[config.mk]
export PLATFORM = sky130hd
export DESIGN_NAME = c2c_ctrl
export DESIGN_NICKNAME = d
export VERILOG_FILES = /design/src/sv/c2c_pkg.sv /design/src/sv/c2c_ctrl.sv
export SDC_FILE = /design/constraint.sdc
export NUM_CORES = 1
export LEC_CHECK = 0
export BUFFER_PORTS_ARGS = -buffer_cell sky130_fd_sc_hd__buf_2
export CORE_MARGIN = 5
export CORE_UTILIZATION = 52
export DETAILED_ROUTE_END_ITERATION = 16
export PLACE_DENSITY = 0.95
export REMOVE_ABC_BUFFERS = 1
export SETUP_SLACK_MARGIN = 0.4
export SYNTH_ARGS = -nofsm -noshare
export SYNTH_HDL_FRONTEND = slang
export SYNTH_SLANG_ARGS = --single-unit
[constraint.sdc]
create_clock -name clk -period 3 [get_ports clk]
set_input_delay 0.15 -clock clk [delete_from_list [all_inputs] [get_ports clk]]
set_output_delay 0.15 -clock clk [all_outputs]
set_load 0.01 [all_outputs]
[src/sv/c2c_pkg.sv]
// shared types and constants for the coordinate to compressed column converter
package c2c_pkg;

	localparam logic [10:0] MAX_NONZEROS = 11'd1024;
	localparam logic [10:0] MAX_ROWS     = 11'd1024;
	localparam logic [8:0]  MAX_COLUMNS  = 9'd256;
	localparam logic [8:0]  NUM_COLUMNS_RESET = 9'd256;

	// item kinds
	localparam logic [1:0] K_LOAD  = 2'd0;
	localparam logic [1:0] K_CONV  = 2'd1;
	localparam logic [1:0] K_RDPTR = 2'd2;
	localparam logic [1:0] K_RDENT = 2'd3;

	// result status codes
	localparam logic [1:0] ST_OK    = 2'd0;
	localparam logic [1:0] ST_REJ   = 2'd1;
	localparam logic [1:0] ST_PHASE = 2'd2;

	// sequencer steps
	localparam logic [4:0] S_IDLE  = 5'd0;
	localparam logic [4:0] S_CLR   = 5'd1;
	localparam logic [4:0] S_CNT_A = 5'd2;
	localparam logic [4:0] S_CNT_B = 5'd3;
	localparam logic [4:0] S_CNT_C = 5'd4;
	localparam logic [4:0] S_PRE_A = 5'd5;
	localparam logic [4:0] S_PRE_B = 5'd6;
	localparam logic [4:0] S_SCT_A = 5'd7;
	localparam logic [4:0] S_SCT_B = 5'd8;
	localparam logic [4:0] S_SCT_C = 5'd9;
	localparam logic [4:0] S_SRT_A = 5'd10;
	localparam logic [4:0] S_SRT_B = 5'd11;
	localparam logic [4:0] S_SRT_C = 5'd12;
	localparam logic [4:0] S_SRT_D = 5'd13;
	localparam logic [4:0] S_FIN   = 5'd14;
	localparam logic [4:0] S_RDP   = 5'd15;
	localparam logic [4:0] S_RDE_A = 5'd16;
	localparam logic [4:0] S_RDE_B = 5'd17;

	typedef struct packed {
		logic [63:0] value;
		logic [7:0]  col;
		logic [9:0]  row;
	} entry_t;

	typedef struct packed {
		logic [4:0] step;
		logic       i_clr;
		logic       i_one;
		logic       i_inc;
	} dp_cmd_t;

	typedef struct packed {
		logic conv;
		logic idx_gt_n;
		logic none_load;
		logic clr_end;
		logic last_load;
		logic col_ok;
		logic last_col;
		logic last_sort;
		logic sort_skip;
		logic j_zero;
		logic gt;
		logic ent_bad;
	} dp_stat_t;

endpackage

[src/sv/c2c_ctrl.sv]
// sequencer for load, convert and read items
module c2c_ctrl (
	input  logic               clk,
	input  logic               arst_n,
	input  logic               acc,
	input  logic [1:0]         kind,
	input  c2c_pkg::dp_stat_t  stat,
	output c2c_pkg::dp_cmd_t   cmd,
	output logic               idle
);
	import c2c_pkg::*;

	logic [4:0] state_q;
	logic [4:0] state_d;

	always_ff @(posedge clk or negedge arst_n) begin
		if (!arst_n) begin
			state_q <= S_IDLE;
		end else begin
			state_q <= state_d;
		end
	end

	always_comb begin
		state_d   = state_q;
		cmd.step  = state_q;
		cmd.i_clr = 1'b0;
		cmd.i_one = 1'b0;
		cmd.i_inc = 1'b0;
		case (state_q)
			S_IDLE: begin
				if (acc) begin
					case (kind)
						K_CONV: begin
							state_d   = S_CLR;
							cmd.i_clr = 1'b1;
						end
						K_RDPTR: if (stat.conv && !stat.idx_gt_n) state_d = S_RDP;
						K_RDENT: if (stat.conv) state_d = S_RDE_A;
						default: state_d = S_IDLE;
					endcase
				end
			end
			S_CLR: begin
				if (stat.clr_end) begin
					cmd.i_clr = 1'b1;
					state_d   = stat.none_load ? S_PRE_A : S_CNT_A;
				end else begin
					cmd.i_inc = 1'b1;
				end
			end
			S_CNT_A: state_d = S_CNT_B;
			S_CNT_B, S_CNT_C: begin
				if (state_q == S_CNT_B && stat.col_ok) begin
					state_d = S_CNT_C;
				end else if (stat.last_load) begin
					cmd.i_clr = 1'b1;
					state_d   = S_PRE_A;
				end else begin
					cmd.i_inc = 1'b1;
					state_d   = S_CNT_A;
				end
			end
			S_PRE_A: state_d = S_PRE_B;
			S_PRE_B: begin
				if (!stat.last_col) begin
					cmd.i_inc = 1'b1;
					state_d   = S_PRE_A;
				end else if (stat.none_load) begin
					state_d = S_FIN;
				end else begin
					cmd.i_clr = 1'b1;
					state_d   = S_SCT_A;
				end
			end
			S_SCT_A: state_d = S_SCT_B;
			S_SCT_B, S_SCT_C: begin
				if (state_q == S_SCT_B && stat.col_ok) begin
					state_d = S_SCT_C;
				end else if (!stat.last_load) begin
					cmd.i_inc = 1'b1;
					state_d   = S_SCT_A;
				end else if (stat.sort_skip) begin
					state_d = S_FIN;
				end else begin
					cmd.i_one = 1'b1;
					state_d   = S_SRT_A;
				end
			end
			S_SRT_A: state_d = S_SRT_B;
			S_SRT_B: state_d = S_SRT_C;
			S_SRT_C, S_SRT_D: begin
				if (state_q == S_SRT_C && !stat.j_zero) begin
					state_d = S_SRT_D;
				end else if (state_q == S_SRT_D && stat.gt) begin
					state_d = S_SRT_C;
				end else if (stat.last_sort) begin
					state_d = S_FIN;
				end else begin
					cmd.i_inc = 1'b1;
					state_d   = S_SRT_A;
				end
			end
			S_FIN:   state_d = S_IDLE;
			S_RDP:   state_d = S_IDLE;
			S_RDE_A: state_d = stat.ent_bad ? S_IDLE : S_RDE_B;
			S_RDE_B: state_d = S_IDLE;
			default: state_d = S_IDLE;
		endcase
	end

	assign idle = (state_q == S_IDLE);
endmodule

==> metrics.cfg <==
[setup_path]
worstSetupPathType=reg -> out
r2r-end=state_q[0]
cp.arrival_ps=1880
reg2reg_setup_slack_ps=1190
cp.required_ps=2850
reg2reg_depth=5
cp_max_fo=19
end_kind=primary output
rr_startpoint=state_q[0]
cp-start-kind=flop
worstSetupStartpoint=state_q[0]
endpoint=cmd[0]

[pwr]
leakagePower_nw=0.427
ir_drop_mv=0.496
power_density_nw_per_um2=875

[clock_tree]
htree_levels=1
cts_tree=done
cts_hold_buf=1
post-cts-setup-buffer-count=0
clk_pin_slew_ps=50
cts_buffers=3
root_buffer=clkbuf_4
cts_resized=0
clock_latency_ps=260
clock_path_buffers=2
cts_num_sinks=5

[worst_hold_path]
hold_class=in -> reg

[synth]
synth_ff_type=dfrtp_1
synth_area_um2=734
synth_top_area_frac=0.170
synth_top_area_cell=dfrtp_1
avgSynthCellArea_um2=6.93
synth_cells=106
yosysWarnings=0
synth_area_leaders=dfrtp_1 (17%), nor2_1 (8.2%), a21oi_1 (6.8%)
async_reset_ff_frac=1.00
synth.distinct_cells=40
synth_edf_count=0
ys_ff_latch=5
yosysSeqAreaShare=0.170

[place]
dp_hpwl_mm=1.61
portBuffers=25
gp_congestion=0.957
place_area_um2=838

[timing]
fin_skew_ps=11.4
grt_setup_unrepaired=false
fmax_ghz=0.492
worst_slew_pin_slew_ps=568
slew_headroom=0.621
finalHoldViolations=0
setup_viol=0
tns_ps=0
min_period_ps=2030
slew_viol_final=0
period_share=0.678

[die]
dieArea_um2=2260
coreArea_um2=1320
die_y_um=47.6
fp.dieW_um=47.6
initial_core_util=0.557
row_count=13
ios=26

[detailed_routing]
ant_nets=0
drtIter0Drc=41
firstDrtPassIters=4
dr_total_vias=913
drc_errors=0
wire_per_inst_um=14.9
wl_mm=2.14
avgViaCountPerCell=6.34

[global_routing]
overflow=0
met2_usage=0.358
grt_pass1_vias=878
busiest_layer=met2
grt_pass1_wl_mm=3.52
grtUsageMet1=0.257
use_met3=0.0526
antenna_found_initial=0
grt_max_degree=20
grt_usage=0.218

[cells_and_area]
final_area_um2=875
final_layout_size_suffix_gt1_frac=0.233
antenna_cells=0
area_delta_synth_final_pct=19.1
top_regs=state_q (5)
fillers=117
largest_reg_flops=5
nNetsFinal=151
top_register=state_q

[outcome]
run_status=finished clean

[run]
cap_violations=0

[critical path, cell delays in order, from the launching register on]
cell	delay, ps
dfrtp_1	700
mux2i_1	350
nor3_1	70
or3_1	360
buf_2	140
[stage by stage]
step	power, mW	instances	utilization	setup slack (ps)	hold WS, ps
CTS	0.758	144	0.664	988	133
finish	0.765	144	0.664	967	144
global route	0.841	144	0.664	801	147
floorplan	0.518	99	-	1390	-146
global placement	0.655	139	0.636	1310	-34.3
detailed placement	0.669	139	0.636	1220	-33.7
[per-layer routing]
metal	wire, um	vias to the layer above
met4	73	0
met1	843	391
met3	308	10
li1	-	433
met5	0	-
met2	915	79
[cells in the final DEF (no fill, tap or decap), types with 3 or more instances in the layout]
cell type / count
a21oi_1: 10
and2_1: 3
nand3_1: 4
ha_1: 4
inv_1: 6
buf_2: 25
nand2_1: 5
o21ai_1: 3
nor3_1: 3
nor2b_1: 3
nor2_1: 16
clkbuf_4: 3
dfrtp_1: 5
o22ai_1: 4
nor3b_1: 3
[power by group]
group	switching [mW]	internal, mW	leakage, nW
Combinational	0.260	0.221	0.347
Sequential	0.106	0.0946	0.0649
Clock	0.0333	0.0506	0.0150
[cell usage after synthesis (all sizes together) (2+ instances only)]
cell type,count
nor2,16
a21oi,11
buf,7
inv,6
dfrtp,5
nand2,5
ha,4
nand3,4
o21ai,4
o22ai,4
and2,3
nor2b,3
nor3,3
nor3b,3
a2111oi,2
a21o,2
and3,2
mux2i,2
nand2b,2
o211ai,2
[cell families after synthesis]
kind of cell	Yosys count	synth area share
compound gates	33	0.296
fa+ha+maj	4	0.0681
simple gates	49	0.353
flops	5	0.170
buf+inv	13	0.0852
mux	2	0.0273
[how the worst min path moves through the flow]
stage	from	to	cells past startpoint
5_1_grt	stat[8]	state_q[0]	2
2_1_floorplan	arst_n	state_q[0]	0
3_5_place_dp	arst_n	state_q[2]	1
6_report	stat[8]	state_q[0]	2
3_3_place_gp	arst_n	state_q[3]	1
4_1_cts	stat[8]	state_q[0]	2
[cell type report]
type                    instances  area (um2)  area share
well taps                      15        18.8      0.0215
flip-flops and latches          5         125       0.143
repair buffers                 26         135       0.155
inverters                       6        22.5      0.0258
multi-input cells              88         547       0.625
clock buffers                   4        26.3      0.0300
Power figures use the tool's default switching activity.
